`src/hw/rtl/blit_rect_clip_address_defines.svh`:
```
// ----------------------------------------------------------------------------
// Blit rectangle clip assertion macros
// Shared concurrent assertion forms, clocked on clk_i, off during reset.
// ----------------------------------------------------------------------------
`ifndef BLIT_RECT_CLIP_ADDRESS_DEFINES_SVH
`define BLIT_RECT_CLIP_ADDRESS_DEFINES_SVH

// check a condition on every clock edge
`define BRCA_ASSERT(lbl, prop, msg) \
  lbl: assert property (@(posedge clk_i) disable iff (!rst_ni) (prop)) else $error(msg);

// check a consequence in the same cycle
`define BRCA_ASSERT_IMPL(lbl, pre, post, msg) \
  lbl: assert property (@(posedge clk_i) disable iff (!rst_ni) (pre) |-> (post)) \
    else $error(msg);

// check a consequence in the next cycle
`define BRCA_ASSERT_NEXT(lbl, pre, post, msg) \
  lbl: assert property (@(posedge clk_i) disable iff (!rst_ni) (pre) |=> (post)) \
    else $error(msg);

`endif

```
`src/hw/rtl/brca_pkg.sv`:
```
// ----------------------------------------------------------------------------
// Blit rectangle clip package
// Widths, codes and word types shared by the blit clip block and its channels.
// ----------------------------------------------------------------------------
package brca_pkg;

  localparam int unsigned MAX_DIM    = 4096;
  localparam int unsigned DIM_W      = $clog2(MAX_DIM) + 1;
  localparam int unsigned COORD_W    = $clog2(MAX_DIM);
  localparam int unsigned POS_W      = 16;
  localparam int unsigned SRC_W      = 16;
  localparam int unsigned OFS_W      = 32;
  localparam int unsigned CNT_W      = 2 * DIM_W - 1;
  localparam int unsigned PB_W       = 3;
  localparam int unsigned PITCH_W    = 16;
  localparam int unsigned CFG_IDX_W  = 3;
  localparam int unsigned CFG_DATA_W = 16;

  typedef enum logic [1:0] {
    STATUS_OK          = 2'd0,
    STATUS_NO_IMAGE    = 2'd1,
    STATUS_PB_MISMATCH = 2'd2,
    STATUS_CLIPPED     = 2'd3
  } status_e;

  typedef enum logic [CFG_IDX_W-1:0] {
    CFG_SCREEN_WIDTH      = 3'd0,
    CFG_SCREEN_HEIGHT     = 3'd1,
    CFG_DEST_PITCH        = 3'd2,
    CFG_DEST_PIXEL_BYTES  = 3'd3,
    CFG_IMAGE_WIDTH       = 3'd4,
    CFG_IMAGE_PIXEL_BYTES = 3'd5,
    CFG_IMAGE_PRESENT     = 3'd6
  } cfg_idx_e;

  typedef struct packed {
    logic signed [POS_W-1:0] dest_x;
    logic signed [POS_W-1:0] dest_y;
    logic [COORD_W-1:0]      source_x;
    logic [COORD_W-1:0]      source_y;
    logic [DIM_W-1:0]        rect_width;
    logic [DIM_W-1:0]        rect_height;
  } req_t;

  typedef struct packed {
    status_e            status;
    logic [SRC_W-1:0]   clip_source_x;
    logic [SRC_W-1:0]   clip_source_y;
    logic [COORD_W-1:0] clip_dest_x;
    logic [COORD_W-1:0] clip_dest_y;
    logic [DIM_W-1:0]   copy_width;
    logic [DIM_W-1:0]   copy_height;
    logic [OFS_W-1:0]   source_offset;
    logic [OFS_W-1:0]   dest_offset;
    logic [CNT_W-1:0]   pixel_count;
  } res_t;

endpackage

```
`src/hw/rtl/brca_req_if.sv`:
```
// ----------------------------------------------------------------------------
// Blit request channel
// Valid/ready channel carrying one blit request word.
// ----------------------------------------------------------------------------
interface brca_req_if;
  import brca_pkg::*;

  logic valid;
  logic ready;
  req_t data;

  modport source(output valid, output data, input ready);
  modport sink(input valid, input data, output ready);
endinterface

```
`src/hw/rtl/brca_res_if.sv`:
```
// ----------------------------------------------------------------------------
// Blit result channel
// Valid/ready channel carrying one clip and address result word.
// ----------------------------------------------------------------------------
interface brca_res_if;
  import brca_pkg::*;

  logic valid;
  logic ready;
  res_t data;

  modport source(output valid, output data, input ready);
  modport sink(input valid, input data, output ready);
endinterface

```
`src/hw/rtl/blit_rect_clip_address.sv`:
```
// ----------------------------------------------------------------------------
// Blit rectangle clip and address
// Clips a source rectangle against the screen and forms both byte offsets.
//
//   channel  dir  payload        handshake
//   req_i    in   req_t request  valid/ready
//   res_o    out  res_t result   valid/ready
//   cfg      in   idx/data       cfg_we_i, no back-pressure
//
// One word per cycle sustained while res_o is ready; a request passes through
// the request register and then the result register.
// Clipping, two pixel-byte multiplies and three multiplies of up to 16x16 sit
// between them.
// A stalled result holds in its register while one more request waits.
// Reset loads the screen defaults and marks no image loaded.
// ----------------------------------------------------------------------------
`include "blit_rect_clip_address_defines.svh"

module blit_rect_clip_address (
  input  logic                            clk_i,
  input  logic                            rst_ni,
  input  logic                            cfg_we_i,
  input  logic [brca_pkg::CFG_IDX_W-1:0]  cfg_idx_i,
  input  logic [brca_pkg::CFG_DATA_W-1:0] cfg_data_i,
  brca_req_if.sink                        req_i,
  brca_res_if.source                      res_o
);
  import brca_pkg::*;

  typedef struct packed {
    logic               hit;
    logic [DIM_W-1:0]   d;
    logic [SRC_W-1:0]   s;
    logic [DIM_W-1:0]   len;
  } axis_t;

  function automatic axis_t clip_axis(logic signed [POS_W-1:0] d,
                                      logic [COORD_W-1:0] s,
                                      logic [DIM_W-1:0] len,
                                      logic [DIM_W-1:0] scr);
    logic signed [POS_W+1:0] ds;
    logic signed [POS_W+1:0] last;
    logic signed [POS_W+1:0] fin;
    logic signed [POS_W+1:0] lo;
    logic signed [POS_W+1:0] hi;
    logic signed [POS_W+1:0] neg;
    logic signed [POS_W+1:0] span;
    axis_t r;
    ds   = {{2{d[POS_W-1]}}, d};
    last = $signed({{(POS_W+2-DIM_W){1'b0}}, scr}) - 18'sd1;
    fin  = ds + $signed({{(POS_W+2-DIM_W){1'b0}}, len}) - 18'sd1;
    lo   = ds[POS_W+1] ? '0 : ds;
    hi   = (fin > last) ? last : fin;
    neg  = ds[POS_W+1] ? (18'sd0 - ds) : '0;
    span = hi - lo + 18'sd1;
    r.hit = !(ds > last) && !fin[POS_W+1];
    r.d   = lo[DIM_W-1:0];
    r.s   = {{(SRC_W-COORD_W){1'b0}}, s} + neg[SRC_W-1:0];
    r.len = span[DIM_W-1:0];
    return r;
  endfunction

  logic [DIM_W-1:0]   scr_w_q;
  logic [DIM_W-1:0]   scr_h_q;
  logic [PITCH_W-1:0] dst_pitch_q;
  logic [PB_W-1:0]    dst_pb_q;
  logic [DIM_W-1:0]   img_w_q;
  logic [PB_W-1:0]    img_pb_q;
  logic               img_present_q;
  logic [PITCH_W-1:0] src_pitch_q;

  logic               req_vld_q;
  req_t               req_q;
  logic               res_vld_q;
  res_t               res_q;
  res_t               res_d;
  logic               adv;
  axis_t              ax;
  axis_t              ay;

  always_ff @(posedge clk_i or negedge rst_ni) begin
    if (!rst_ni) begin
      scr_w_q       <= 13'd640;
      scr_h_q       <= 13'd480;
      dst_pitch_q   <= 16'd2560;
      dst_pb_q      <= 3'd4;
      img_w_q       <= '0;
      img_pb_q      <= '0;
      img_present_q <= 1'b0;
      src_pitch_q   <= '0;
    end else if (cfg_we_i) begin
      case (cfg_idx_e'(cfg_idx_i))
        CFG_SCREEN_WIDTH:     scr_w_q     <= cfg_data_i[DIM_W-1:0];
        CFG_SCREEN_HEIGHT:    scr_h_q     <= cfg_data_i[DIM_W-1:0];
        CFG_DEST_PITCH:       dst_pitch_q <= cfg_data_i[PITCH_W-1:0];
        CFG_DEST_PIXEL_BYTES: dst_pb_q    <= cfg_data_i[PB_W-1:0];
        CFG_IMAGE_WIDTH: begin
          img_w_q     <= cfg_data_i[DIM_W-1:0];
          src_pitch_q <= {3'b0, cfg_data_i[DIM_W-1:0]} * {13'b0, img_pb_q};
        end
        CFG_IMAGE_PIXEL_BYTES: begin
          img_pb_q    <= cfg_data_i[PB_W-1:0];
          src_pitch_q <= {3'b0, img_w_q} * {13'b0, cfg_data_i[PB_W-1:0]};
        end
        CFG_IMAGE_PRESENT:    img_present_q <= cfg_data_i[0];
        default: ;
      endcase
    end
  end

  assign adv         = !res_vld_q || res_o.ready;
  assign req_i.ready = !req_vld_q || adv;

  always_comb begin
    ax    = clip_axis(req_q.dest_x, req_q.source_x, req_q.rect_width, scr_w_q);
    ay    = clip_axis(req_q.dest_y, req_q.source_y, req_q.rect_height, scr_h_q);
    res_d = '0;
    if (!img_present_q) begin
      res_d.status = STATUS_NO_IMAGE;
    end else if (dst_pb_q != img_pb_q) begin
      res_d.status = STATUS_PB_MISMATCH;
    end else if (!ax.hit || !ay.hit) begin
      res_d.status = STATUS_CLIPPED;
    end else begin
      res_d.status        = STATUS_OK;
      res_d.clip_source_x = ax.s;
      res_d.clip_source_y = ay.s;
      res_d.clip_dest_x   = ax.d[COORD_W-1:0];
      res_d.clip_dest_y   = ay.d[COORD_W-1:0];
      res_d.copy_width    = ax.len;
      res_d.copy_height   = ay.len;
      res_d.source_offset = {16'b0, ax.s} * {29'b0, img_pb_q}
                          + {16'b0, ay.s} * {16'b0, src_pitch_q};
      res_d.dest_offset   = {19'b0, ax.d} * {29'b0, dst_pb_q}
                          + {19'b0, ay.d} * {16'b0, dst_pitch_q};
      res_d.pixel_count   = CNT_W'({13'b0, ax.len} * {13'b0, ay.len});
    end
  end

  always_ff @(posedge clk_i or negedge rst_ni) begin
    if (!rst_ni) begin
      req_vld_q <= 1'b0;
      res_vld_q <= 1'b0;
    end else begin
      if (req_i.ready) begin
        req_vld_q <= req_i.valid;
      end
      if (adv) begin
        res_vld_q <= req_vld_q;
      end
    end
  end

  always_ff @(posedge clk_i) begin
    if (req_i.valid && req_i.ready) begin
      req_q <= req_i.data;
    end
    if (adv && req_vld_q) begin
      res_q <= res_d;
    end
  end

  assign res_o.valid = res_vld_q;
  assign res_o.data  = res_q;

  `BRCA_ASSERT_NEXT(a_req_hold, req_vld_q && !adv, req_vld_q && $stable(req_q), "stalled request lost")
  `BRCA_ASSERT_IMPL(a_fail_zero, res_vld_q && res_q.status != STATUS_OK, res_q.pixel_count == '0 && res_q.copy_width == '0 && res_q.copy_height == '0, "failed result not zero")
  `BRCA_ASSERT_IMPL(a_count, res_vld_q && res_q.status == STATUS_OK, res_q.pixel_count == CNT_W'({12'b0, res_q.copy_width} * {12'b0, res_q.copy_height}), "pixel count mismatch")
  `BRCA_ASSERT_IMPL(a_on_screen, res_vld_q && res_q.status == STATUS_OK && res_q.copy_width != '0, {1'b0, res_q.clip_dest_x} < scr_w_q, "clipped corner off screen")

endmodule
```
`src/flat_wrapper.sv`:
```
// flat-port wrapper written by rule: the top's interface ports become plain ports
module blit_rect_clip_address_flat import brca_pkg::*;
  (clk_i, rst_ni, cfg_we_i, cfg_idx_i, cfg_data_i, req_i_valid, req_i_data, req_i_ready, res_o_valid, res_o_data, res_o_ready);
  brca_req_if req_i_i ();
  brca_res_if res_o_i ();
  input  logic clk_i;
  input  logic rst_ni;
  input  logic cfg_we_i;
  input  logic [brca_pkg::CFG_IDX_W-1:0] cfg_idx_i;
  input  logic [brca_pkg::CFG_DATA_W-1:0] cfg_data_i;
  input wire logic [$bits(req_i_i.valid)-1:0] req_i_valid;
  input wire logic [$bits(req_i_i.data)-1:0] req_i_data;
  output wire logic [$bits(req_i_i.ready)-1:0] req_i_ready;
  output wire logic [$bits(res_o_i.valid)-1:0] res_o_valid;
  output wire logic [$bits(res_o_i.data)-1:0] res_o_data;
  input wire logic [$bits(res_o_i.ready)-1:0] res_o_ready;
  assign req_i_i.valid = req_i_valid;
  assign req_i_i.data = req_i_data;
  assign req_i_ready = req_i_i.ready;
  assign res_o_valid = res_o_i.valid;
  assign res_o_data = res_o_i.data;
  assign res_o_i.ready = res_o_ready;
  blit_rect_clip_address u_core (.clk_i(clk_i), .rst_ni(rst_ni), .cfg_we_i(cfg_we_i), .cfg_idx_i(cfg_idx_i), .cfg_data_i(cfg_data_i), .req_i(req_i_i), .res_o(res_o_i));
endmodule
```
`config.mk`:
```
export PLATFORM = sky130hd
export DESIGN_NAME = blit_rect_clip_address_flat
export DESIGN_NICKNAME = d
export VERILOG_FILES = /design/src/hw/rtl/brca_pkg.sv /design/src/hw/rtl/brca_req_if.sv /design/src/hw/rtl/brca_res_if.sv /design/src/hw/rtl/blit_rect_clip_address.sv /design/src/flat_wrapper.sv
export VERILOG_INCLUDE_DIRS = /design/src /design/src/hw/rtl
export SDC_FILE = /design/constraint.sdc
export NUM_CORES = 2
export LEC_CHECK = 0
export BUFFER_PORTS_ARGS = -buffer_cell sky130_fd_sc_hd__buf_2
export CORE_AREA = 5 5 357 359
export DETAILED_ROUTE_END_ITERATION = 8
export DIE_AREA = 0 0 362 364
export GPL_TIMING_DRIVEN = 0
export MAX_ROUTING_LAYER = met4
export PLACE_DENSITY = 0.66
export SYNTH_ARGS = -nofsm -noshare
export SYNTH_HDL_FRONTEND = slang
export SYNTH_SLANG_ARGS = --single-unit
```
`constraint.sdc`:
```
create_clock -name clk_i -period 12.5 [get_ports clk_i]
set_input_delay 2.5 -clock clk_i [delete_from_list [all_inputs] [get_ports clk_i]]
set_output_delay 2.5 -clock clk_i [all_outputs]
set_load 0.02 [all_outputs]
```
## Yosys cells after proc, flatten, opt, wreduce, memory -nomap -nowiden

Index checks and enable logic that the tools add are counted.

- Word-level logic and storage cells: 96
- Output and inout bits: 175
- Memory bits (read-only): 0
- Latch bits: 0
- Bits in registers: 335
- Memories: 0
- Bits of input ports: 106
- Bits in writable memories: 0

- Order comparisons: 4
- Reductions and logical operators: 26
- Divide/modulo/power cells: 0
- Muxes and demuxes: 9
- Multiply operators: 7
- Shift operators: 0
- $add $sub $neg: 16
- Bitwise operators: 1
- Equality and inequality tests: 7

Operators by type and width:

| operator | number |
|---|---|
| $mux 13 | 4 |
| $mul 13x3->16 | 3 |
| $gt 18x14->1 | 2 |
| $sub 17x2->18 const B | 2 |
| $add 16x14->17 | 2 |
| $add 12x16->16 | 2 |
| $add 19x32->32 | 1 |
| $gt 16x14->1 | 2 |
| $mul 16x16->32 | 1 |
| $mux 16 | 2 |
| $pmux 16 s2 | 1 |
| $sub 1x16->16 const A | 2 |
| $add 16x29->30 | 1 |
| $mul 13x16->29 | 1 |
| $sub 13x1->14 const B | 2 |
| $add 13x2->13 const B | 2 |
| $sub 13x13->13 | 2 |
| $mul 13x13->25 | 1 |
| $mul 16x3->19 | 1 |
| $reduce_and 2->1 | 8 |
| $eq 3x3->1 const B | 3 |
| $logic_not 1->1 | 8 |
| $eq 3x2->1 const B | 2 |
| $logic_and 1x1->1 | 4 |
| 8 further kinds | 11 |

## Longest topological paths before layout

- Word-level depth: 8
- Depth in mapped cells: 60
- Gate-level depth less buffers: 59

## Worst setup path before layout

Ideal clock, no wire load.

- Path kind: register to register
- From: register u_core.req_q[50] (netlist bit)
- To: register u_core.res_q, in the netlist u_core.res_o.data[23], data pin
- Stages on the path, launching flop included: 59
- Arrival: 11.555 ns
- Library setup time: 0.152 ns
- Path slack: 0.793 ns
- Clock period less this slack: 11.707 ns
- Required time: 12.348 ns
- Buffers on the path: 2
- Path through: edfxtp_1 > inv_1 > ha_1 > inv_1 > ha_1 > fa_1 > a21o_1 > a21oi_1 > nor2b_1 > o21a_1 > a311oi_1 > a21oi_1 > a21oi_1 > o21bai_1 > xor2_1 > ha_1 > a21o_1 > a211oi_1 > [23 not listed] > fa_1 > inv_1 > fa_1 > fa_1 > inv_1 > fa_1 > inv_1 > ha_1 > a21o_1 > a31oi_1 > a211oi_1 > o31ai_1 > a21oi_1 > a21o_1 > a21o_1 > nand2_1 > nand3_1 > a31oi_1

- Longest elaborated chain between the ends: 7
- Elaborated cells between the ends (all ways): 15
- Those cells by class: 4 x add/sub; 1 x mul; 2 x order compare; 2 x mux; 6 x reduce/logical

RTL lines:

| what | line | text |
|---|---|---|
| from (decl) | blit_rect_clip_address.sv:73 | `req_t req_q;` |
| from (signal assigned) | blit_rect_clip_address.sv:156 | `req_q <= req_i.data;` |
| $add 16x14->17 | blit_rect_clip_address.sv:51 | `fin = ds + $signed({{(POS_W+2-DIM_W){1'b0}}, len}) - 18'sd1;` |
| $sub 17x2->18 | blit_rect_clip_address.sv:51 |  |
| $gt 18x14->1 / $logic_not 1->1 (equally long branches) | blit_rect_clip_address.sv:53, blit_rect_clip_address.sv:56 |  |
| $mux 13 / $logic_and 1x1->1 (equally long branches) | blit_rect_clip_address.sv:53, blit_rect_clip_address.sv:56 |  |
| $sub 13x13->13 / $logic_not 1->1 (equally long branches) | blit_rect_clip_address.sv:55, blit_rect_clip_address.sv:122 |  |
| $add 13x2->13 / $logic_or 1x1->1 (equally long branches) | blit_rect_clip_address.sv:55, blit_rect_clip_address.sv:122 |  |
| $mul 13x13->25 / $reduce_or 3->1 (equally long branches) | - |  |
| to (signal assigned) | blit_rect_clip_address.sv:159 | `res_q <= res_d;` |
| to (decl) | blit_rect_clip_address.sv:75 | `res_t res_q;` |

Parallel ways exist; a longest one is shown, timed or not.
A chain may end at the register's enable or synchronous reset.

## Worst setup path in the final report

- From: register u_core.req_q[66] (netlist bit)
- To: register u_core.res_q, in the netlist u_core.res_o.data[24], data pin

The elaborated chain is that of the path after synthesis.

==> results.sh <==
export IMPL_rr_startpoint="u_core.req_q[66]"
export IMPL_synth_edf_count=253
export IMPL_hpwl_um=117000
export IMPL_netlist_area_um2=44300
export IMPL_cpMostUsedCell="inv_1"
export IMPL_holdCritPathClass="flip-flop to flip-flop"
export IMPL_remaining_drc_errors=0
export IMPL_crit_fanout=10
export IMPL_syn_avg_cell_area_um2=9.40
export IMPL_fin_crit_sh_pct=96.4
export IMPL_reg2reg_to="u_core.res_o.data[24]"
export IMPL_ant_nets=0
export IMPL_ys_warn_count=0
export IMPL_critPathLaunchType="flip-flop"
export IMPL_io_buffer_count=277
export IMPL_netlist_cell_type_count=89
export IMPL_track_usage_pct=22.1
export IMPL_gp_congestion=0.954
export IMPL_cts_tree="built"
export IMPL_postLayoutCoreUtil_pct=40.6
export IMPL_rows=129
export IMPL_met3WireLength_um=12100
export IMPL_grt_first_pass_wirelength_um=214000
export IMPL_fillers=12252
export IMPL_top_layer="met4"
export IMPL_crit_required_ps=12930
export IMPL_slew_headroom_pct=7.56
export IMPL_drtIter0Drc=2900
export IMPL_via_per_inst=5.11
export IMPL_synthTopCellsByCount="881 x inv_1, 627 x nand2_1, 583 x fa_1"
export IMPL_synthFlopType="edfxtp_1"
export IMPL_num_vias=34539
export IMPL_h_tree_depth=2
export IMPL_holdWs_ps=487
export IMPL_dr_wl_met2_um=60800
export IMPL_nNetsFinal=6274
export IMPL_cp_arrival_ps=12480
export IMPL_startpoint="u_core.req_q[66]"
export IMPL_antenna_found_initial=21
export IMPL_die_w_um=362
export IMPL_crit_type="flip-flop to flip-flop"
export IMPL_wl_per_cell_um=21.1
export IMPL_clkSinkCount=333
export IMPL_hold_end="u_core.res_o.valid"
export IMPL_placed_area_um2=47900
export IMPL_layoutNonFillerInstCount=6760
export IMPL_max_clock_freq_mhz=83.0
export IMPL_status="finished, final reports clean"
export IMPL_whs_path_depth=1
export IMPL_report_final_slew_viol_count=0
export IMPL_tightest_slew_ps=1380
export IMPL_yosysSeqAreaShare_pct=21.7
export IMPL_synth_top_cell_by_area="fa_1"
export IMPL_cp_slowest_stage_delay_ps=540
export IMPL_final_cell_area_um2=50200
export IMPL_reg2regPathDepth=57
export IMPL_synth_area_leaders="fa_1 26%, edfxtp_1 17%, ha_1 14%"
export IMPL_grt_overflow=0
export IMPL_timing_reg2reg_setup_slack_ps=450
export IMPL_ys_seq_elements=333
export IMPL_dieArea_um2=132000
export IMPL_cts_buffer_depth=3
export IMPL_cts_made_buffers=43
export IMPL_endpoint_kind="flip-flop"
export IMPL_synth_top_area_share_pct=26.3
export IMPL_grt_pass1_vias=34953
export IMPL_cp_slowest_cell="fa_1"
export IMPL_dp_cells=6632
export IMPL_layout_drive_gt1_share_pct=11.3
export IMPL_core_um2=123000
export IMPL_grt_max_degree=69
export IMPL_clk_latency_ps=630
export IMPL_initial_utilization_pct=35.9
export IMPL_die_h_um=364
export IMPL_async_flop_share_pct=24.0
export IMPL_drv_cap=0
export IMPL_drtPass1Iterations=9
export IMPL_finalClockSkew_ps=42.3
export IMPL_netlist_instances=4713
export IMPL_post_synth_top_count_cell="inv_1"
export IMPL_io_pins=281
export IMPL_finalWirelength_um=143000
export IMPL_fin_crit_ps=12050
export IMPL_clockRootBuffer="clkbuf_16"
export IMPL_met1Wirelength_um=64600
export IMPL_hold_buffers=0
export IMPL_worstHoldStart="u_core.req_vld_q"
export IMPL_setup_viol=0
export IMPL_hold_viol=0
export IMPL_clkSlewWorstSetupHoldPaths_ps=60
export IMPL_syn2layout_area_growth_pct=13.3
[state kept, by name, indices dropped and copies added, names as in the netlist, 3 cells and up]
signal,flops
u_core.dst_pitch_q,16
u_core.img_pb_q,3
u_core.req_q,82
u_core.res_o.data,171
u_core.src_pitch_q,16
u_core.scr_w_q,13
u_core.scr_h_q,13
u_core.dst_pb_q,3
u_core.img_w_q,13
[cells in the final DEF, fill, tap and decap left out, drive strengths merged, types with 132 or more instances in the layout]
master / synthesis / routed
and2: 180 / 180
and3: 165 / 165
buf: 19 / 341
clkbuf: 153 / 198
edfxtp: 253 / 253
fa: 583 / 583
ha: 510 / 510
inv: 882 / 890
nand2: 627 / 627
nor2: 255 / 255
xnor2: 132 / 132
[kinds of logic after synthesis]
| logic type | Yosys count | synth area share [%] |
|---|---|---|
| compound gates | 488 | 7.17 |
| xor+xnor | 196 | 3.91 |
| fa+ha+maj | 1093 | 40.8 |
| buf+inv | 1054 | 9.01 |
| flops | 333 | 21.7 |
| mux | 66 | 1.66 |
| other cells | 1 | 0.00847 |
| simple gates | 1482 | 15.8 |
[per-layer routing]
layer	vias to the layer above	track usage, %
met5	-	-
met4	0	6.72
met3	192	4.25
met2	1308	32.5
met1	17203	31.0
li1	15836	-
[through the flow]
stage / TNS, ps / setup slack, ps
6_report: 0 / 450
5_1_grt: -103 / -66.3
4_1_cts: 0 / 12.8
3_5_place_dp: -19640 / -2120
3_3_place_gp: -23350 / -2420
2_1_floorplan: 0 / 793
[what timing repair did]
action / 4_1_cts / 5_1_grt
setup endpoints to repair: 14 / 13
setup buffers: 17 / 21
resized for setup: 65 / 56
cloned: 0 / 0
pin swaps: 11 / 23
[critical path, delay by kind of cell, from the launching register on]
kind	cells	cell delay, ps
buffers and inverters	13	1320
flip-flops	1	520
multiplexers	1	150
AO/OA/AOI/OAI	22	3520
adder cells (fa/ha/maj)	13	4820
XOR/XNOR	2	260
AND/OR/NAND/NOR	6	1290
[worst max path at each step]
| stage | endpoint | slack (ps) | cells after the start |
|---|---|---|---|
| floorplan | u_core.res_o.data[23] | 790 | 58 |
| global placement | u_core.res_o.data[24] | -2420 | 48 |
| detailed placement | u_core.res_o.data[24] | -2120 | 54 |
| CTS | u_core.res_o.data[23] | 10 | 57 |
| global route | u_core.res_o.data[24] | -70 | 59 |
| finish | u_core.res_o.data[24] | 450 | 57 |
[cell type report]
type | instances | area (µm²) | area share [%]
multi-input cells | 3327 | 31100 | 62.1
flip-flops and latches | 333 | 9610 | 19.2
inverters | 882 | 3310 | 6.60
well taps | 1637 | 2050 | 4.08
repair buffers | 319 | 1780 | 3.56
clock buffers | 51 | 1170 | 2.33
plain buffers | 169 | 727 | 1.45
clock inverters | 25 | 342 | 0.681
diodes | 17 | 42.5 | 0.0848
Power is not shown: default switching activity piles up to over one toggle a cycle in this logic, so the estimate is an artifact.
